`config.mk`:
```
export PLATFORM = sky130hd
export DESIGN_NAME = button_debounce_press_queue_top
export DESIGN_NICKNAME = d
export VERILOG_FILES = /design/src/rtl/bdpq_pkg.sv /design/src/rtl/bdpq_lane.sv /design/src/rtl/bdpq_press_queue.sv /design/src/rtl/button_debounce_press_queue_top.sv
export SDC_FILE = /design/constraint.sdc
export NUM_CORES = 1
export LEC_CHECK = 0
export BUFFER_PORTS_ARGS = -buffer_cell sky130_fd_sc_hd__buf_4
export CORE_AREA = 8 8 122 124
export DETAILED_ROUTE_END_ITERATION = 16
export DIE_AREA = 0 0 130 132
export PLACE_DENSITY_LB_ADDON = 0.08
export SETUP_SLACK_MARGIN = 0.05
export SLEW_MARGIN = 0
export SYNTH_ARGS = -nofsm -noshare
export SYNTH_HDL_FRONTEND = slang
export SYNTH_HIERARCHICAL = 1
export SYNTH_SLANG_ARGS = --single-unit
```
`constraint.sdc`:
```
create_clock -name i_clk -period 5.88 [get_ports i_clk]
set_clock_uncertainty 0.2 [all_clocks]
set_input_delay 0.882 -clock i_clk [delete_from_list [all_inputs] [get_ports i_clk]]
set_output_delay 0.882 -clock i_clk [all_outputs]
set_load 0.02 [all_outputs]
```
`src/rtl/bdpq_pkg.sv`:
```
package bdpq_pkg;

    // default ring depth of the press queue, in slots
    localparam int QUEUE_DEPTH_DEF = 8;

    // number of debounced buttons
    localparam int NUM_BUTTONS = 3;

    // debounce hold-off after reset
    localparam logic [15:0] DEBOUNCE_RST = 16'd50;

    // buttons that are backed by the interrupt hold-off (power and dispense)
    localparam logic [NUM_BUTTONS-1:0] HOLDOFF_MASK = 3'b101;

    // button ids as they appear in the queue
    localparam logic [1:0] BTN_POWER    = 2'd0;
    localparam logic [1:0] BTN_RESET    = 2'd1;
    localparam logic [1:0] BTN_DISPENSE = 2'd2;

    // command codes of one request
    typedef enum logic [1:0] {
        CMD_SAMPLE = 2'd0,
        CMD_IRQ    = 2'd1,
        CMD_POP    = 2'd2,
        CMD_NONE   = 2'd3
    } t_cmd;

    // control from the top level into the press queue
    typedef struct packed {
        logic [NUM_BUTTONS-1:0] push_mask;
        logic                   pop;
    } t_queue_req;

    // answer of the press queue to a pop
    typedef struct packed {
        logic       valid;
        logic [1:0] id;
    } t_queue_rsp;

endpackage

```
`src/rtl/bdpq_lane.sv`:
```
module bdpq_lane
    import bdpq_pkg::*;
(
    input  logic i_clk,
    input  logic i_rst_n,
    input  logic i_en,
    input  logic i_level,
    output logic o_press
);

    logic r_prev;
    logic r_stable;
    logic n_prev;
    logic n_stable;
    logic w_change;

    // two agreeing samples that differ from the confirmed level flip it
    always_comb begin
        w_change = i_en && (i_level == r_prev) && (i_level != r_stable);
        n_stable = w_change ? i_level : r_stable;
        n_prev   = i_en ? i_level : r_prev;
        o_press  = w_change && i_level;
    end

    // sample and confirmed level
    always_ff @(posedge i_clk) begin
        if (!i_rst_n) begin
            r_prev   <= 1'b0;
            r_stable <= 1'b0;
        end else begin
            r_prev   <= n_prev;
            r_stable <= n_stable;
        end
    end

endmodule

```
`src/rtl/bdpq_press_queue.sv`:
```
module bdpq_press_queue
    import bdpq_pkg::*;
#(
    parameter int QUEUE_DEPTH = QUEUE_DEPTH_DEF
)
(
    input  logic       i_clk,
    input  logic       i_rst_n,
    input  t_queue_req i_req,
    output t_queue_rsp o_rsp
);

    localparam int CW = $clog2(QUEUE_DEPTH);
    localparam logic [CW-1:0] LAST_ROW  = CW'(QUEUE_DEPTH - 1);
    localparam logic [CW-1:0] MAX_COUNT = CW'(QUEUE_DEPTH - 1);

    // each row holds the presses of one sample as a button mask
    logic [NUM_BUTTONS-1:0] mem [QUEUE_DEPTH];

    logic [CW-1:0]          r_count;
    logic [CW-1:0]          r_rows;
    logic [CW-1:0]          r_wr_row;
    logic [CW-1:0]          r_rd_row;
    logic [NUM_BUTTONS-1:0] r_front;
    logic [NUM_BUTTONS-1:0] r_rd_data;

    logic [CW-1:0]          n_count;
    logic [CW-1:0]          n_rows;
    logic [CW-1:0]          n_wr_row;
    logic [CW-1:0]          n_rd_row;
    logic [NUM_BUTTONS-1:0] n_front;

    logic [CW-1:0]          w_free;
    logic [1:0]             w_push_cnt;
    logic [NUM_BUTTONS-1:0] w_keep;
    logic                   w_wr_en;
    logic                   w_empty;
    logic [NUM_BUTTONS-1:0] w_cur;
    logic [NUM_BUTTONS-1:0] w_low;
    logic                   w_hit;
    logic [1:0]             w_id;

    // keep presses in button order while free slots remain
    always_comb begin
        w_free     = MAX_COUNT - r_count;
        w_push_cnt = 2'd0;
        w_keep     = '0;
        for (int b = 0; b < NUM_BUTTONS; b++) begin
            if (i_req.push_mask[b] && ((CW+2)'(w_push_cnt) < (CW+2)'(w_free))) begin
                w_keep[b]  = 1'b1;
                w_push_cnt = w_push_cnt + 2'd1;
            end
        end
        w_wr_en = (w_keep != '0);
    end

    // oldest press: leftover of a started row, else the prefetched row
    always_comb begin
        w_empty = (r_front == '0) && (r_rows == '0);
        w_cur   = (r_front != '0) ? r_front : r_rd_data;
        w_hit   = i_req.pop && !w_empty;
        if (w_cur[0]) begin
            w_low = 3'b001;
            w_id  = BTN_POWER;
        end else if (w_cur[1]) begin
            w_low = 3'b010;
            w_id  = BTN_RESET;
        end else begin
            w_low = 3'b100;
            w_id  = BTN_DISPENSE;
        end
        o_rsp.valid = w_hit;
        o_rsp.id    = w_hit ? w_id : BTN_POWER;
    end

    // pointer, row and id count updates
    always_comb begin
        n_front  = r_front;
        n_rd_row = r_rd_row;
        n_wr_row = r_wr_row;
        n_rows   = r_rows;
        n_count  = r_count + CW'(w_push_cnt);
        if (w_wr_en) begin
            n_wr_row = (r_wr_row == LAST_ROW) ? '0 : r_wr_row + 1'b1;
            n_rows   = r_rows + 1'b1;
        end
        if (w_hit) begin
            n_front = w_cur & ~w_low;
            n_count = r_count - 1'b1;
            if (r_front == '0) begin
                n_rd_row = (r_rd_row == LAST_ROW) ? '0 : r_rd_row + 1'b1;
                n_rows   = r_rows - 1'b1;
            end
        end
    end

    // row storage with a prefetch of the next row to be read
    always_ff @(posedge i_clk) begin
        if (w_wr_en) begin
            mem[r_wr_row] <= w_keep;
        end
        if (w_wr_en && (r_wr_row == n_rd_row)) begin
            r_rd_data <= w_keep;
        end else begin
            r_rd_data <= mem[n_rd_row];
        end
    end

    // control state
    always_ff @(posedge i_clk) begin
        if (!i_rst_n) begin
            r_count  <= '0;
            r_rows   <= '0;
            r_wr_row <= '0;
            r_rd_row <= '0;
            r_front  <= '0;
        end else begin
            r_count  <= n_count;
            r_rows   <= n_rows;
            r_wr_row <= n_wr_row;
            r_rd_row <= n_rd_row;
            r_front  <= n_front;
        end
    end

endmodule

```
`src/rtl/button_debounce_press_queue_top.sv`:
```
// an accepted result goes to the output register, or to the skid entry while the output register is held
// throughput: one request per cycle while the skid entry is empty (o_ready high), set by the lane and queue update
// a two-entry output buffer (output register and skid entry) accepts one more request while a result waits to be taken
// reset (synchronous, active low) clears button levels, hold-off and queue pointers,
// and loads the debounce period with 50; queue row storage is not cleared
module button_debounce_press_queue_top
    import bdpq_pkg::*;
#(
    parameter int QUEUE_DEPTH = QUEUE_DEPTH_DEF
)
(
    input  logic        i_clk,
    input  logic        i_rst_n,
    input  logic        i_cfg_we,
    input  logic [15:0] i_cfg_wdata,
    input  logic        i_valid,
    output logic        o_ready,
    input  logic [1:0]  i_cmd,
    input  logic [31:0] i_now_ms,
    input  logic        i_power_pressed,
    input  logic        i_reset_pressed,
    input  logic        i_dispense_pressed,
    output logic        o_valid,
    input  logic        i_ready,
    output logic        o_pop_valid,
    output logic [1:0]  o_pop_id
);

    logic [15:0]            r_debounce;
    logic [31:0]            r_hold;
    logic [31:0]            n_hold;
    logic                   r_out_v;
    t_queue_rsp             r_out;
    logic                   r_skid_v;
    t_queue_rsp             r_skid;

    logic                   w_acc;
    t_cmd                   w_cmd;
    logic                   w_held;
    logic [31:0]            w_ready_ms;
    logic [NUM_BUTTONS-1:0] w_levels;
    logic [NUM_BUTTONS-1:0] w_en;
    logic [NUM_BUTTONS-1:0] w_press;
    t_queue_req             w_req;
    t_queue_rsp             w_rsp;
    logic                   w_out_take;

    // request decode and hold-off test
    always_comb begin
        w_acc      = i_valid && o_ready;
        w_cmd      = t_cmd'(i_cmd);
        w_held     = (r_hold != 32'd0) && (i_now_ms < r_hold);
        w_ready_ms = i_now_ms + {16'd0, r_debounce};
        w_levels   = {i_dispense_pressed, i_reset_pressed, i_power_pressed};
        for (int b = 0; b < NUM_BUTTONS; b++) begin
            w_en[b] = w_acc && (w_cmd == CMD_SAMPLE) && !(HOLDOFF_MASK[b] && w_held);
        end
        n_hold = r_hold;
        if (w_acc && (w_cmd == CMD_IRQ) && (w_ready_ms > r_hold)) begin
            n_hold = w_ready_ms;
        end
        w_req.push_mask = w_press;
        w_req.pop       = w_acc && (w_cmd == CMD_POP);
    end

    // one debounce lane per button
    for (genvar g = 0; g < NUM_BUTTONS; g++) begin : g_lane
        bdpq_lane u_lane (
            .i_clk   (i_clk),
            .i_rst_n (i_rst_n),
            .i_en    (w_en[g]),
            .i_level (w_levels[g]),
            .o_press (w_press[g])
        );
    end

    // merge lane presses into the queue in button order
    bdpq_press_queue #(
        .QUEUE_DEPTH (QUEUE_DEPTH)
    ) u_queue (
        .i_clk   (i_clk),
        .i_rst_n (i_rst_n),
        .i_req   (w_req),
        .o_rsp   (w_rsp)
    );

    // debounce period and hold-off time
    always_ff @(posedge i_clk) begin
        if (!i_rst_n) begin
            r_debounce <= DEBOUNCE_RST;
            r_hold     <= 32'd0;
        end else begin
            if (i_cfg_we) begin
                r_debounce <= i_cfg_wdata;
            end
            r_hold <= n_hold;
        end
    end

    // output register with skid entry
    assign o_ready    = !r_skid_v;
    assign w_out_take = r_out_v && i_ready;

    always_ff @(posedge i_clk) begin
        if (!i_rst_n) begin
            r_out_v  <= 1'b0;
            r_skid_v <= 1'b0;
        end else if (!r_out_v || w_out_take) begin
            if (r_skid_v) begin
                r_out_v  <= 1'b1;
                r_skid_v <= 1'b0;
            end else begin
                r_out_v <= w_acc;
            end
        end else if (w_acc) begin
            r_skid_v <= 1'b1;
        end
    end

    always_ff @(posedge i_clk) begin
        if (!r_out_v || w_out_take) begin
            r_out <= r_skid_v ? r_skid : w_rsp;
        end else if (w_acc) begin
            r_skid <= w_rsp;
        end
    end

    assign o_valid     = r_out_v;
    assign o_pop_valid = r_out.valid;
    assign o_pop_id    = r_out.id;

endmodule
```
## Yosys cells after proc, flatten, opt, wreduce, memory -nomap -nowiden

Memory sizes are Yosys's and may differ from the RTL's. A register that Yosys moved wholly into a read port is not among the register bits.
Cells that the tools add are included.

| word-level totals | value |
|---|---|
| register bits after elaboration | 77 |
| memory bits (writable) | 24 |
| input port bits | 58 |
| word-level logic and storage cells | 108 |
| memories | 1 |

| cells by class | value |
|---|---|
| add/sub/neg operators | 10 |
| magnitude comparators | 5 |
| equal/unequal tests | 10 |
| mux-type cells | 24 |
| bitwise logic cells | 4 |
| reduce and logical (&&, ||, !) cells | 35 |

Memories:

| memory | words | width | read ports | clocked after Yosys merged registers in | write ports | line | text |
|---|---|---|---|---|---|---|---|
| u_queue.mem | 8 | 3 | 1 | 1 | 1 | bdpq_press_queue.sv:18 | `logic [NUM_BUTTONS-1:0] mem [QUEUE_DEPTH];` |

Operators by type and width:

| kind | count |
|---|---|
| 2-to-1 mux 3 bit | 12 |
| adder 32 x 16 -> 32 bit | 1 |
| > comparator 32 bit | 1 |
| less-than comparator 32 bit | 1 |
| nonzero test 32 bit | 1 |
| logical AND 1 bit | 22 |
| 2-to-1 mux 2 bit | 5 |
| adder 3 x 1 -> 3 bit (second input constant) | 3 |
| 2-to-1 mux 1 bit | 7 |
| == test 3 bit (second input constant) | 2 |
| zero test 3 bit | 2 |
| nonzero test 3 bit | 2 |
| subtractor 3 x 1 -> 3 bit (second input constant) | 2 |
| zero test 1 bit | 4 |
| adder 3 x 2 -> 3 bit | 1 |
| AND 3 bit | 1 |
| == test 1 bit | 3 |
| less-than comparator 1 x 3 -> 1 bit | 1 |
| less-than comparator 1 x 3 -> 1 bit (first input constant) | 1 |
| less-than comparator 2 x 3 -> 1 bit | 1 |
| inequality test 1 bit | 3 |
| NOT 3 bit | 1 |
| subtractor 3 bit (first input constant) | 1 |
| adder 1 x 1 -> 2 bit (second input constant) | 1 |
| 8 further kinds | 9 |

## Logic depth before layout (Yosys ltp)

Gate-level depths: netlist of run 1.

| depth | value |
|---|---|
| depth in word-level cells | 19 |
| mapped depth | 26 |

## By module

Netlist of run 1, hierarchy kept.

Modules (own cells, without submodules):

| module | instances | cells an instance | area each (um^2) |
|---|---|---|---|
| button_debounce_press_queue_top | 1 | 535 | 4679.5 |
| bdpq_press_queue | 1 | 161 | 1954.4 |
| bdpq_lane | 3 | 9 | 96.3 |

## Worst setup path after synthesis of run 1

Ideal clock, no wire load.

| path | value |
|---|---|
| kind | in2reg |
| start | input i_now_ms[21] |
| end | register u_queue.r_count[2] |
| arrival time | 5.481 ns |
| path slack | 0.083 ns |
| cell stages on the path | 23 |
| cells stage by stage | ha_1 a21o_1 a21o_1 a211o_1 nor3_1 a21oi_1 o41a_1 and4b_1 nor2_1 o21ai_0 inv_1 ha_1 ha_1 o21a_1 o21ai_2 nand2_1 xor2_1 ha_1 nor2b_1 fa_1 xnor2_1 or3_1 and3_1 |

| on the way | value |
|---|---|
| cells in the longest elaborated chain, start to end | 17 |
| elaborated cells on any way between the ends | 22 |
| classes of those cells | add/sub (3); order compare (3); mux (4); reduce/logical (12) |

Ends and longest elaborated chain:

| item | line | text |
|---|---|---|
| start, declared | button_debounce_press_queue_top.sv:19 | `input logic [31:0] i_now_ms,` |
| less-than comparator 32 bit * | button_debounce_press_queue_top.sv:52 | `w_held = (r_hold != 32'd0) && (i_now_ms < r_hold);` |
| logical AND 1 bit * | button_debounce_press_queue_top.sv:52 |  |
| zero test 1 bit * | button_debounce_press_queue_top.sv:56 | `w_en[b] = w_acc && (w_cmd == CMD_SAMPLE) && !(HOLDOFF_MASK[b] && w_held);` |
| logical AND 1 bit * | button_debounce_press_queue_top.sv:56 |  |
| via w_en[0] | button_debounce_press_queue_top.sv:42 | `logic [NUM_BUTTONS-1:0] w_en;` |
| logical AND 1 bit * (2 in a row) | bdpq_lane.sv:19 | `w_change = i_en && (i_level == r_prev) && (i_level != r_stable);` |
| logical AND 1 bit * | bdpq_lane.sv:22 | `o_press = w_change && i_level;` |
| via w_press[0] | button_debounce_press_queue_top.sv:43 | `logic [NUM_BUTTONS-1:0] w_press;` |
| [2 not listed] | -- |  |
| less-than comparator 1 x 3 -> 1 bit | bdpq_press_queue.sv:49 | `if (i_req.push_mask[b] && ((CW+2)'(w_push_cnt) < (CW+2)'(w_free))) begin` |
| logical AND 1 bit | bdpq_press_queue.sv:49 |  |
| 2-to-1 mux 2 bit * | bdpq_press_queue.sv:49 |  |
| less-than comparator 2 x 3 -> 1 bit | bdpq_press_queue.sv:49 |  |
| logical AND 1 bit | bdpq_press_queue.sv:49 |  |
| 2-to-1 mux 2 bit * | bdpq_press_queue.sv:49 |  |
| adder 3 x 2 -> 3 bit * | bdpq_press_queue.sv:82 | `n_count = r_count + CW'(w_push_cnt);` |
| 2-to-1 mux 3 bit * | bdpq_press_queue.sv:87 | `if (w_hit) begin` |
| end signal, assigned | bdpq_press_queue.sv:118 | `r_count <= n_count;` |
| end, declared | bdpq_press_queue.sv:20 | `logic [CW-1:0] r_count;` |

The timed path passes the listed nets; every way through them passes the cells marked *.
A chain may end at the register's enable or synchronous reset.

## Final worst setup path of run 1

Ends and elaborated chain as after synthesis.

==> results of run 1 <==
==> worst reg2reg max path, cell delays in order, from the launching register on <==
cell and delay [ps]:
sky130_fd_sc_hd__dfxtp_1 360, sky130_fd_sc_hd__inv_1 80, sky130_fd_sc_hd__ha_1 300, sky130_fd_sc_hd__a21o_1 180
sky130_fd_sc_hd__a21o_1 160, sky130_fd_sc_hd__a211o_1 310, sky130_fd_sc_hd__nor3_2 150, sky130_fd_sc_hd__a21oi_1 110
sky130_fd_sc_hd__o41a_1 430, sky130_fd_sc_hd__and4b_1 230, sky130_fd_sc_hd__nor2_1 100, sky130_fd_sc_hd__o21ai_1 110
sky130_fd_sc_hd__inv_1 110, sky130_fd_sc_hd__ha_2 200, sky130_fd_sc_hd__ha_1 230, sky130_fd_sc_hd__o21a_1 110
sky130_fd_sc_hd__o21ai_2 150, sky130_fd_sc_hd__nand2_2 110, sky130_fd_sc_hd__xor2_2 170, sky130_fd_sc_hd__ha_1 290
sky130_fd_sc_hd__nor2b_1 150, sky130_fd_sc_hd__fa_2 380, sky130_fd_sc_hd__xnor2_1 140, sky130_fd_sc_hd__or3_1 310
sky130_fd_sc_hd__and3_1 180
==> registers in the layout, indices dropped and copies added, names as in the netlist, named ones only <==
signal,cells
r_hold,32
u_queue/mem,24
r_debounce,16
g_lane.u_lane/r_prev,3
g_lane.u_lane/r_stable,3
r_skid,3
u_queue/r_count,3
u_queue/r_rd_row,3
u_queue/r_rows,3
u_queue/r_wr_row,3
o_pop_id,2
u_queue/r_front,2
o_pop_valid,1
o_valid,1
r_skid_v,1
==> layer usage <==
layer,share of wire [%],vias up
met5,0,-
met4,2.4,0
met2,48,117
met3,4.1,32
met1,46,2636
li1,-,2814
==> metrics by stage <==
step	setup slack [ps]	std cells	TNS, ps	area (um^2)	hold slack (ps)
global placement	41.5	951	0	7600	263
detailed placement	-211	951	-211	7600	266
finish	319	969	0	7920	278
floorplan	83.2	723	0	6920	246
CTS	123	967	0	7880	275
global route	114	969	0	7920	316
==> area by class of cell <==
| cell class | count | area share (%) |
|---|---|---|
| flip-flops and latches | 103 | 29.8 |
| repair buffers | 75 | 7.27 |
| inverters | 49 | 2.32 |
| clock inverters | 6 | 0.648 |
| multi-input cells | 550 | 54.3 |
| clock buffers | 10 | 2.89 |
| well taps | 176 | 2.78 |
==> report_power, final <==
group | internal (uW) | switching [uW]
clock network | 295 | 282
registers | 756 | 24.6
logic | 193 | 227
==> cell families after synthesis <==
group | after synthesis | share of synthesized area, %
AND/OR/NAND/NOR | 220 | 16.8
AO/OA/AOI/OAI | 164 | 16.8
flip-flops | 103 | 34.1
adder cells (fa/ha/maj) | 94 | 17.2
buffers and inverters | 70 | 4.16
multiplexers | 45 | 7.50
XOR/XNOR | 27 | 3.42
==> cells in the mapped netlist, types with 11 or more instances <==
cell / count
sky130_fd_sc_hd__mux2i_1: 35
sky130_fd_sc_hd__nor3_1: 14
sky130_fd_sc_hd__o21ai_0: 27
sky130_fd_sc_hd__nand3_1: 26
sky130_fd_sc_hd__nand2_1: 31
sky130_fd_sc_hd__nor2b_1: 11
sky130_fd_sc_hd__a21oi_1: 43
sky130_fd_sc_hd__nor2_1: 55
sky130_fd_sc_hd__dfxtp_1: 73
sky130_fd_sc_hd__edfxtp_1: 30
sky130_fd_sc_hd__a21o_1: 19
sky130_fd_sc_hd__ha_1: 92
sky130_fd_sc_hd__nand4_1: 18
sky130_fd_sc_hd__inv_1: 49
sky130_fd_sc_hd__xnor2_1: 21
sky130_fd_sc_hd__o21a_1: 13
sky130_fd_sc_hd__nor4_1: 13
==> timing repair <==
action | in CTS | in global routing
buffers inserted | 0 | 2
gates resized for setup | 0 | 7
endpoints found under the setup margin | 0 | 1
==> path summary, 6_finish.rpt <==
path,start,slack [ps],to,depth (start not counted)
worst max-delay path,i_now_ms[21],320,u_queue/r_count[2]$_SDFF_PN0_,24
worst min-delay path,r_hold[11]$_SDFFE_PN0P_,280,r_hold[11]$_SDFFE_PN0P_,2
worst max register to register,r_hold[21]$_SDFFE_PN0P_,530,u_queue/r_count[2]$_SDFF_PN0_,24
worst min register to register,r_hold[11]$_SDFFE_PN0P_,280,r_hold[11]$_SDFFE_PN0P_,2
==> results.sh, run 1 <==
export IMPL_gp_routability_congestion=0.867
export IMPL_top_level_ports=63
export IMPL_cap_violations=0
export IMPL_hold_buffers=0
export IMPL_cell_taking_the_most_area_after_synthesis="sky130_fd_sc_hd__dfxtp_1"
export IMPL_overflow=0
export IMPL_count_of_input_and_output_buffers=62
export IMPL_tightest_slew_ps=761
export IMPL_number_of_antenna_violations_at_the_first_check_in_global_routing=0
export IMPL_clock_sinks=103
export IMPL_end_kind="flip-flop"
export IMPL_die_area_um2=17200
export IMPL_largest_stage_delay_on_the_critical_path_ps=430
export IMPL_vdd_ir_drop_max_mv=0.148
export IMPL_combined_area_of_the_multi_input_logic_cells_um2=4300
export IMPL_result_of_the_run="complete, no violations"
export IMPL_synth_warnings=6
export IMPL_critPathMaxFanout=4
export IMPL_leakage_uw=0.00321
export IMPL_htree_levels=3
export IMPL_cts_max_path_buffers=2
export IMPL_count_of_filler_cells_inserted_in_the_layout=1142
export IMPL_cp_data_arrival_time_ps=5610
export IMPL_starting_density_of_the_core_pct=53.3
export IMPL_power_per_cell_area_nw_per_um2=224
export IMPL_numCtsBuffers=9
export IMPL_globalRoute_busiestLayer="met2"
export IMPL_gr_usage_met3_pct=3.11
export IMPL_detailed_place_hpwl_um=12400
export IMPL_worst_path_buf_inv=2
export IMPL_detailroute_via_count=5599
export IMPL_syn_mean_instance_area_um2=9.58
export IMPL_post_layout_total_power_uw=1780
export IMPL_ys_async_sr_fraction_pct=0
export IMPL_seq_area_um2=2360
export IMPL_route_final_wire_length_um=15900
export IMPL_drc_errors=0
export IMPL_commonest_cells_after_routing_fill_and_taps_aside="91 x sky130_fd_sc_hd__ha_1, 74 x sky130_fd_sc_hd__buf_4, 73 x sky130_fd_sc_hd__dfxtp_1"
export IMPL_postSynthCellCount=723
export IMPL_synth_cell_area_um2=6920
export IMPL_final_setup_viol_count=0
export IMPL_grt_start_max_net_pins=41
export IMPL_final_util_pct=61.0
export IMPL_slowest_stage="sky130_fd_sc_hd__o41a_1"
export IMPL_min_period_over_period_pct=94.6
export IMPL_critPathLaunchType="primary input"
export IMPL_routed_wire_length_per_instance_um=16.4
export IMPL_synth_lib_cells_used_distinct=71
export IMPL_count_of_endpoints_failing_hold_in_the_final_timing_report=0
export IMPL_postRouteAntennaNets=0
export IMPL_rsz_0062_raised_after_global_routing="no"
export IMPL_drt_pass1_iter_count=5
export IMPL_path_cells="buf_4 > ha_1 > a21o_1 > a21o_1 > a211o_1 > nor3_2 > a21oi_1 > o41a_1 > and4b_1 > nor2_1 > o21ai_1 > inv_1 > ha_2 > ha_1 > o21a_1 > o21ai_2 > nand2_2 > xor2_2 > ha_1 > nor2b_1 > fa_2 > xnor2_1 > or3_1 > and3_1"
export IMPL_timing_hold_worst_class="flip-flop to flip-flop"
export IMPL_fin_nets=940
export IMPL_floorplan_die_height_um=132
export IMPL_cp_data_required_time_ps=5930
export IMPL_crit_top_cell="sky130_fd_sc_hd__ha_1"
export IMPL_final_common_cell="sky130_fd_sc_hd__ha_1"
export IMPL_cts_tree="done"
export IMPL_diodes=0
export IMPL_grt_met2_usage_pct=31.8
export IMPL_grt_pass1_vias=5676
export IMPL_first_pass_grt_wire_length_um=26700
export IMPL_timing_worst_setup_path_type="primary input to flip-flop"
export IMPL_sequential_to_total_area_share_from_yosys_stat_pct=34.1
export IMPL_number_of_enable_type_register_cells_in_the_synthesized_netlist=30
export IMPL_globalRouteMet1Util_pct=24.3
export IMPL_max_slew_margin_rel_pct=49.0
export IMPL_fin_crit_ps=5560
export IMPL_worst_path_dominant_cell_family="compound AO/OA/AOI/OAI gates"
export IMPL_die_extent_in_x_um=130
export IMPL_route_detailed_vias_per_inst=5.78
export IMPL_clock_root_buffer="sky130_fd_sc_hd__clkbuf_16"
export IMPL_final_layout_size_suffix_gt1_share_pct=16.0
export IMPL_synth_seq_cells=103
export IMPL_maxClockFrequency_ghz=0.180
export IMPL_synth_main_ff_cell="sky130_fd_sc_hd__dfxtp_1"
export IMPL_initialDrtViolationCount=268
export IMPL_ys_top_cells_by_area="sky130_fd_sc_hd__dfxtp_1 21%, sky130_fd_sc_hd__ha_1 17%, sky130_fd_sc_hd__edfxtp_1 13%"
export IMPL_layout_area_overhead_vs_synth_pct=14.4
export IMPL_maxSlewViolCount=0
export IMPL_synth_nets=875
export IMPL_insertion_delay_ps=350
export IMPL_coreArea_um2=13000
export IMPL_global_route_usage_total_pct=19.3
export IMPL_core_rowCount=42
export IMPL_worst_setup_hold_path_clk_slew_ps=70
export IMPL_synth_top_cell_area_share_pct=21.1
No activity file was read; power rests on OpenSTA's default activity.
==> run 2, diff against run 1 <==
--- a/config.mk
+++ b/config.mk
@@ -6,9 +6,9 @@
 export NUM_CORES = 1
 export LEC_CHECK = 0
 export BUFFER_PORTS_ARGS = -buffer_cell sky130_fd_sc_hd__buf_4
-export CORE_AREA = 8 8 122 124
+export CORE_AREA = 8 8 134 136
 export DETAILED_ROUTE_END_ITERATION = 16
-export DIE_AREA = 0 0 130 132
+export DIE_AREA = 0 0 142 144
 export PLACE_DENSITY_LB_ADDON = 0.08
 export SETUP_SLACK_MARGIN = 0.05
 export SLEW_MARGIN = 0
==> constraint.sdc (replaced) <==
create_clock -name i_clk -period 6.5 [get_ports i_clk]
set_clock_uncertainty 0.2 [all_clocks]
set_input_delay 0.975 -clock i_clk [delete_from_list [all_inputs] [get_ports i_clk]]
set_output_delay 0.975 -clock i_clk [all_outputs]
set_load 0.02 [all_outputs]
==> results.sh, run 2 (synthesized netlist as in run 1, its figures left out) <==
export IMPL_result_of_the_run="complete, no violations"
export IMPL_max_slew_margin_rel_pct=36.8
export IMPL_dpl_worst_slack_ps=283
export IMPL_final_layout_size_suffix_gt1_share_pct=14.6
export IMPL_gr_usage_met3_pct=2.44
export IMPL_whs_path_depth=2
export IMPL_hold_worst_slack_ps=282
export IMPL_numCtsBuffers=9
export IMPL_maxClockFrequency_ghz=0.171
export IMPL_core_rowCount=47
export IMPL_routed_wire_length_per_instance_um=16.8
export IMPL_critPathMaxFanout=9
export IMPL_postRouteAntennaNets=0
export IMPL_largest_stage_delay_on_the_critical_path_ps=430
export IMPL_post_layout_total_power_uw=1650
export IMPL_fin_nets=932
export IMPL_rsz_0062_raised_after_global_routing="no"
export IMPL_cts_resized=0
export IMPL_globalRouteMet1Util_pct=21.4
export IMPL_timing_final_ws_setup_ps=660
export IMPL_grt_pass1_vias=5651
export IMPL_cts_max_path_buffers=2
export IMPL_detailroute_via_count=5538
export IMPL_htree_levels=3
export IMPL_post_cts_setup_buffers=0
export IMPL_reg2regPathDepth=23
export IMPL_min_period_over_period_pct=89.8
export IMPL_grt_start_max_net_pins=41
export IMPL_path_cells="buf_4 > ha_1 > a21o_1 > a21o_1 > a211o_1 > nor3_1 > a21oi_1 > o41a_1 > and4b_1 > nand2_1 > inv_1 > ha_1 > ha_1 > o21a_1 > o21ai_2 > nand2_1 > xor2_1 > ha_1 > nor2b_1 > fa_1 > xnor2_1 > or3_1 > and3_1"
export IMPL_clock_root_buffer="sky130_fd_sc_hd__clkbuf_16"
export IMPL_end_kind="flip-flop"
export IMPL_initialDrtViolationCount=262
export IMPL_insertion_delay_ps=360
export IMPL_worstHoldEndpoint="r_hold[15]$_SDFFE_PN0P_"
export IMPL_detailed_place_hpwl_um=13200
export IMPL_first_pass_grt_wire_length_um=28000
export IMPL_count_of_input_and_output_buffers=62
export IMPL_diodes=0
export IMPL_timing_worst_setup_path_type="primary input to flip-flop"
export IMPL_fin_crit_ps=5840
export IMPL_cts_tree="done"
export IMPL_die_area_um2=20400
export IMPL_crit_top_cell="sky130_fd_sc_hd__ha_1"
export IMPL_hold_buffers=0
export IMPL_overflow=0
export IMPL_worst_path_buf_inv=2
export IMPL_worst_setup_hold_path_clk_slew_ps=80
export IMPL_gp_routability_congestion=0.862
export IMPL_global_route_usage_total_pct=17.2
export IMPL_top_level_ports=63
export IMPL_r2r_slack_ps=970
export IMPL_power_per_cell_area_nw_per_um2=208
export IMPL_grt_met2_usage_pct=29.7
export IMPL_largest_registers="r_hold (32), u_queue/mem (24), r_debounce (16)"
export IMPL_cp_data_required_time_ps=6550
export IMPL_setup_total_negative_slack_ps=0
export IMPL_commonest_cells_after_routing_fill_and_taps_aside="92 x sky130_fd_sc_hd__ha_1, 73 x sky130_fd_sc_hd__dfxtp_1, 67 x sky130_fd_sc_hd__buf_4"
export IMPL_count_of_filler_cells_inserted_in_the_layout=1541
export IMPL_endpoint_of_the_lowest_slack_register_to_register_path="u_queue/r_count[2]$_SDFF_PN0_"
export IMPL_starting_density_of_the_core_pct=43.1
export IMPL_critPathLaunchType="primary input"
export IMPL_cap_violations=0
export IMPL_number_of_antenna_violations_at_the_first_check_in_global_routing=0
export IMPL_tightest_slew_ps=939
export IMPL_worst_path_dominant_cell_family="adder cells"
export IMPL_rr_startpoint="r_hold[21]$_SDFFE_PN0P_"
export IMPL_globalRoute_busiestLayer="met2"
export IMPL_floorplan_die_height_um=144
export IMPL_route_detailed_vias_per_inst=5.51
export IMPL_final_common_cell="sky130_fd_sc_hd__ha_1"
export IMPL_timing_hold_worst_class="flip-flop to flip-flop"
export IMPL_slowest_stage="sky130_fd_sc_hd__o41a_1"
export IMPL_final_setup_viol_count=0
export IMPL_route_final_wire_length_um=16900
export IMPL_cp_data_arrival_time_ps=5890
export IMPL_flip_flop_count_of_the_largest_register_after_layout=32
export IMPL_leakage_uw=0.00318
export IMPL_drt_pass1_iter_count=4
export IMPL_worstHoldStart="r_hold[15]$_SDFFE_PN0P_"
export IMPL_vdd_ir_drop_max_mv=0.122
export IMPL_count_of_endpoints_failing_hold_in_the_final_timing_report=0
export IMPL_layout_area_overhead_vs_synth_pct=14.3
export IMPL_coreArea_um2=16100
export IMPL_max_flop_register="r_hold"
export IMPL_drc_errors=0
export IMPL_maxSlewViolCount=0
export IMPL_clock_sinks=103
export IMPL_die_extent_in_x_um=142
run 2: changes by cell type in the layout (fill, tap and decap cells not counted), sizes merged:
| cell | change |
|---|---|
| buf | -8 |
| clkbuf | -1 |
| clkinv | +1 |
run 2: power by group:
part           switching (uW)  internal [uW]
registers                22.7            684
logic                     206            172
clock network             286            278
run 2: worst max path at each step:
stage	start	end	slack, ps	depth (start not counted)
global placement	i_now_ms[21]	u_queue/r_count[2]$_SDFF_PN0_	470	23
finish	i_now_ms[21]	u_queue/r_count[2]$_SDFF_PN0_	660	23
detailed placement	i_now_ms[21]	u_queue/r_count[2]$_SDFF_PN0_	280	23
CTS	i_now_ms[21]	u_queue/r_count[2]$_SDFF_PN0_	650	23
global route	i_now_ms[21]	u_queue/r_count[2]$_SDFF_PN0_	240	24
floorplan	i_now_ms[21]	u_queue/r_count[2]$_SDFF_PN0_	610	23
run 2: layout make-up:
cell class / instances / area [um^2] / share of cell area (%)
clock buffer: 9 / 225 / 2.85
clock inverter: 7 / 88.8 / 1.12
inverter: 49 / 184 / 2.32
multi-input combinational: 550 / 4280 / 54.0
sequential: 103 / 2360 / 29.8
tap: 220 / 275 / 3.48
timing repair buffer: 67 / 503 / 6.35
run 2: metrics by stage:
| step | utilization, % | instances | cell area (um^2) |
|---|---|---|---|
| floorplan | - | 723 | 6920 |
| global placement | 47.3 | 989 | 7600 |
| detailed placement | 47.3 | 989 | 7600 |
| CTS | 49.3 | 1005 | 7920 |
| global route | 49.3 | 1005 | 7920 |
| finish | 49.3 | 1005 | 7920 |
run 2: worst reg2reg max path: stages (launching register included):
cell	delay (ps)
sky130_fd_sc_hd__dfxtp_1	370
sky130_fd_sc_hd__inv_1	80
sky130_fd_sc_hd__ha_1	290
sky130_fd_sc_hd__a21o_1	180
sky130_fd_sc_hd__a21o_1	170
sky130_fd_sc_hd__a211o_1	310
sky130_fd_sc_hd__nor3_1	180
sky130_fd_sc_hd__a21oi_1	120
sky130_fd_sc_hd__o41a_1	430
sky130_fd_sc_hd__and4b_1	220
sky130_fd_sc_hd__nand2_1	110
sky130_fd_sc_hd__inv_1	160
sky130_fd_sc_hd__ha_1	260
sky130_fd_sc_hd__ha_1	280
sky130_fd_sc_hd__o21a_1	120
sky130_fd_sc_hd__o21ai_2	150
sky130_fd_sc_hd__nand2_1	130
sky130_fd_sc_hd__xor2_1	180
sky130_fd_sc_hd__ha_1	290
sky130_fd_sc_hd__nor2b_1	150
sky130_fd_sc_hd__fa_1	420
sky130_fd_sc_hd__xnor2_1	140
sky130_fd_sc_hd__or3_1	310
sky130_fd_sc_hd__and3_1	180
run 2: metal layers:
| layer | vias to the layer above | routed length (um) |
|---|---|---|
| met1 | 2630 | 7880 |
| met5 | - | 0 |
| li1 | 2795 | - |
| met4 | 0 | 292 |
| met2 | 90 | 8120 |
| met3 | 23 | 583 |
==> run 3, diff against run 2 <==
--- a/config.mk
+++ b/config.mk
@@ -5,10 +5,12 @@
 export SDC_FILE = /design/constraint.sdc
 export NUM_CORES = 1
 export LEC_CHECK = 0
+export ABC_AREA = 1
 export BUFFER_PORTS_ARGS = -buffer_cell sky130_fd_sc_hd__buf_4
-export CORE_AREA = 8 8 134 136
+export CORE_AREA = 8 8 131 133
 export DETAILED_ROUTE_END_ITERATION = 16
-export DIE_AREA = 0 0 142 144
+export DIE_AREA = 0 0 139 141
+export MAX_ROUTING_LAYER = met4
 export PLACE_DENSITY_LB_ADDON = 0.08
 export SETUP_SLACK_MARGIN = 0.05
 export SLEW_MARGIN = 0
==> results.sh, run 3 <==
export IMPL_result_of_the_run="complete, no violations"
export IMPL_floorplan_die_height_um=141
export IMPL_syn_mean_instance_area_um2=6.66
export IMPL_post_layout_total_power_uw=1620
export IMPL_max_flop_register="r_hold"
export IMPL_cell_taking_the_most_area_after_synthesis="sky130_fd_sc_hd__dfxtp_1"
export IMPL_number_of_antenna_violations_at_the_first_check_in_global_routing=0
export IMPL_core_rowCount=45
export IMPL_leakage_uw=0.00467
export IMPL_layout_area_overhead_vs_synth_pct=11.1
export IMPL_commonest_cells_after_routing_fill_and_taps_aside="357 x sky130_fd_sc_hd__nand2_1, 196 x sky130_fd_sc_hd__inv_1, 166 x sky130_fd_sc_hd__nor2_1"
export IMPL_hold_worst_slack_ps=259
export IMPL_slowest_stage="sky130_fd_sc_hd__fa_1"
export IMPL_detailed_place_hpwl_um=15400
export IMPL_ys_async_sr_fraction_pct=0
export IMPL_final_util_pct=57.8
export IMPL_cts_tree="done"
export IMPL_grt_start_max_net_pins=65
export IMPL_sequential_to_total_area_share_from_yosys_stat_pct=30.3
export IMPL_clock_sinks=103
export IMPL_clock_root_buffer="sky130_fd_sc_hd__clkbuf_16"
export IMPL_detailroute_via_count=6907
export IMPL_reg2regPathDepth=30
export IMPL_route_final_wire_length_um=19100
export IMPL_timing_final_ws_setup_ps=1060
export IMPL_drt_pass1_iter_count=5
export IMPL_die_extent_in_x_um=139
export IMPL_vdd_ir_drop_max_mv=0.130
export IMPL_routed_wire_length_per_instance_um=13.5
export IMPL_postRouteAntennaNets=0
export IMPL_crit_top_cell="sky130_fd_sc_hd__inv_1"
export IMPL_grt_pass1_vias=6583
export IMPL_flip_flop_count_of_the_largest_register_after_layout=32
export IMPL_max_slew_margin_rel_pct=55.6
export IMPL_ys_top_cells_by_area="sky130_fd_sc_hd__dfxtp_1 19%, sky130_fd_sc_hd__nand2_1 17%, sky130_fd_sc_hd__ha_1 15%"
export IMPL_r2r_slack_ps=1380
export IMPL_cp_data_required_time_ps=6540
export IMPL_power_per_cell_area_nw_per_um2=187
export IMPL_synth_seq_cells=103
export IMPL_critPathMaxFanout=10
export IMPL_endpoint_of_the_lowest_slack_register_to_register_path="u_queue/r_count[2]$_SDFF_PN0_"
export IMPL_largest_registers="r_hold (32), u_queue/mem (24), r_debounce (16)"
export IMPL_fin_crit_ps=5440
export IMPL_first_pass_grt_wire_length_um=31700
export IMPL_number_of_enable_type_register_cells_in_the_synthesized_netlist=30
export IMPL_maxClockFrequency_ghz=0.184
export IMPL_min_period_over_period_pct=83.7
export IMPL_synth_top_cell_area_share_pct=18.8
export IMPL_insertion_delay_ps=360
export IMPL_cap_violations=0
export IMPL_rr_startpoint="r_hold[29]$_SDFFE_PN0P_"
export IMPL_cts_max_path_buffers=2
export IMPL_count_of_endpoints_failing_hold_in_the_final_timing_report=0
export IMPL_postSynthCellCount=1169
export IMPL_htree_levels=3
export IMPL_synth_nets=1321
export IMPL_whs_path_depth=2
export IMPL_tightest_slew_ps=666
export IMPL_numCtsBuffers=9
export IMPL_worstHoldStart="g_lane[0].u_lane/r_stable$_SDFFE_PN0P_"
export IMPL_rsz_0062_raised_after_global_routing="no"
export IMPL_initialDrtViolationCount=391
export IMPL_cts_resized=0
export IMPL_worstHoldEndpoint="g_lane[0].u_lane/r_stable$_SDFFE_PN0P_"
export IMPL_gp_routability_congestion=0.906
export IMPL_hold_buffers=0
export IMPL_count_of_input_and_output_buffers=62
export IMPL_die_area_um2=19600
export IMPL_route_detailed_vias_per_inst=4.87
export IMPL_final_common_cell="sky130_fd_sc_hd__nand2_1"
export IMPL_synth_lib_cells_used_distinct=40
export IMPL_coreArea_um2=15000
export IMPL_final_layout_size_suffix_gt1_share_pct=8.78
export IMPL_synth_main_ff_cell="sky130_fd_sc_hd__dfxtp_1"
export IMPL_global_route_usage_total_pct=20.3
export IMPL_timing_hold_worst_class="flip-flop to flip-flop"
export IMPL_starting_density_of_the_core_pct=52.0
export IMPL_final_setup_viol_count=0
export IMPL_overflow=0
export IMPL_timing_worst_setup_path_type="primary input to flip-flop"
export IMPL_synth_warnings=6
export IMPL_cp_data_arrival_time_ps=5480
export IMPL_critPathLaunchType="primary input"
export IMPL_dpl_worst_slack_ps=670
export IMPL_maxSlewViolCount=0
export IMPL_drc_errors=0
export IMPL_synth_cell_area_um2=7790
export IMPL_setup_total_negative_slack_ps=0
export IMPL_synth_most_common_cell="sky130_fd_sc_hd__nand2_1"
export IMPL_largest_stage_delay_on_the_critical_path_ps=400
export IMPL_diodes=0
export IMPL_post_cts_setup_buffers=0
export IMPL_end_kind="flip-flop"
export IMPL_yosys_top_cells_count="357 x sky130_fd_sc_hd__nand2_1, 196 x sky130_fd_sc_hd__inv_1, 166 x sky130_fd_sc_hd__nor2_1"
export IMPL_worst_setup_hold_path_clk_slew_ps=70
export IMPL_fin_nets=1377
export IMPL_top_level_ports=63
==> run 3: cell types whose count changed after synthesis, moves of 17 or more <==
cell | previous run | this run
sky130_fd_sc_hd__nand2_1 | 31 | 357
sky130_fd_sc_hd__nor2_1 | 55 | 166
sky130_fd_sc_hd__mux2i_1 | 35 | 0
sky130_fd_sc_hd__nand3_1 | 26 | 43
sky130_fd_sc_hd__a21o_1 | 19 | 1
sky130_fd_sc_hd__inv_1 | 49 | 196
==> run 3: layout make-up <==
type	instances	area, um^2
fill	1512	6320
multi-input combinational	848	4550
sequential	103	2360
inverter	200	753
timing repair buffer	63	473
tap	188	235
clock buffer	9	225
clock inverter	7	53.8
==> run 3: through the flow <==
step / instance area (um^2) / std cells
finish: 8660 / 1418
global route: 8660 / 1418
CTS: 8660 / 1418
detailed placement: 8380 / 1402
global placement: 8380 / 1402
floorplan: 7790 / 1169
==> run 3: worst max-delay path: cells and delay by family <==
family,cells,cell delay (ps)
buf+inv,7,890
fa+ha+maj,5,1450
compound gates,4,580
xor+xnor,1,210
simple gates,13,1370
==> run 3: worst max-delay path by stage <==
stage,startpoint,endpoint,depth (start not counted)
after floorplan,i_now_ms[31],u_queue/r_count[2]$_SDFF_PN0_,28
after global placement,i_now_ms[31],u_queue/r_count[2]$_SDFF_PN0_,30
after detailed placement,i_now_ms[31],u_queue/r_count[2]$_SDFF_PN0_,30
after CTS,i_now_ms[31],u_queue/r_count[2]$_SDFF_PN0_,30
after global routing,i_now_ms[31],u_queue/r_count[2]$_SDFF_PN0_,30
final,i_now_ms[31],u_queue/r_count[2]$_SDFF_PN0_,30
==> run 3: layer usage <==
metal  wire length [um]  up-vias  track usage (%)
met4                161        0             3.87
met3                983       12             3.98
met1               9860     2990             27.4
li1                   -     3766                -
met5                  0        -                -
met2               8100      139             31.3
==> run 3: power by group <==
group / internal [uW] / switching [uW]
Sequential: 680 / 13.7
Clock: 264 / 254
Combinational: 158 / 249
Total: 1100 / 517
==> run 3: kinds of logic after synthesis <==
kind of cell / after synthesis / synth area share [%]
and+or+nand+nor: 645 / 34.9
buffers and inverters: 218 / 11.2
DFF: 103 / 30.3
adders and majority gates: 94 / 15.3
xor gates and xnor gates: 18 / 2.02
AOI/OAI and AO/OA: 91 / 6.22
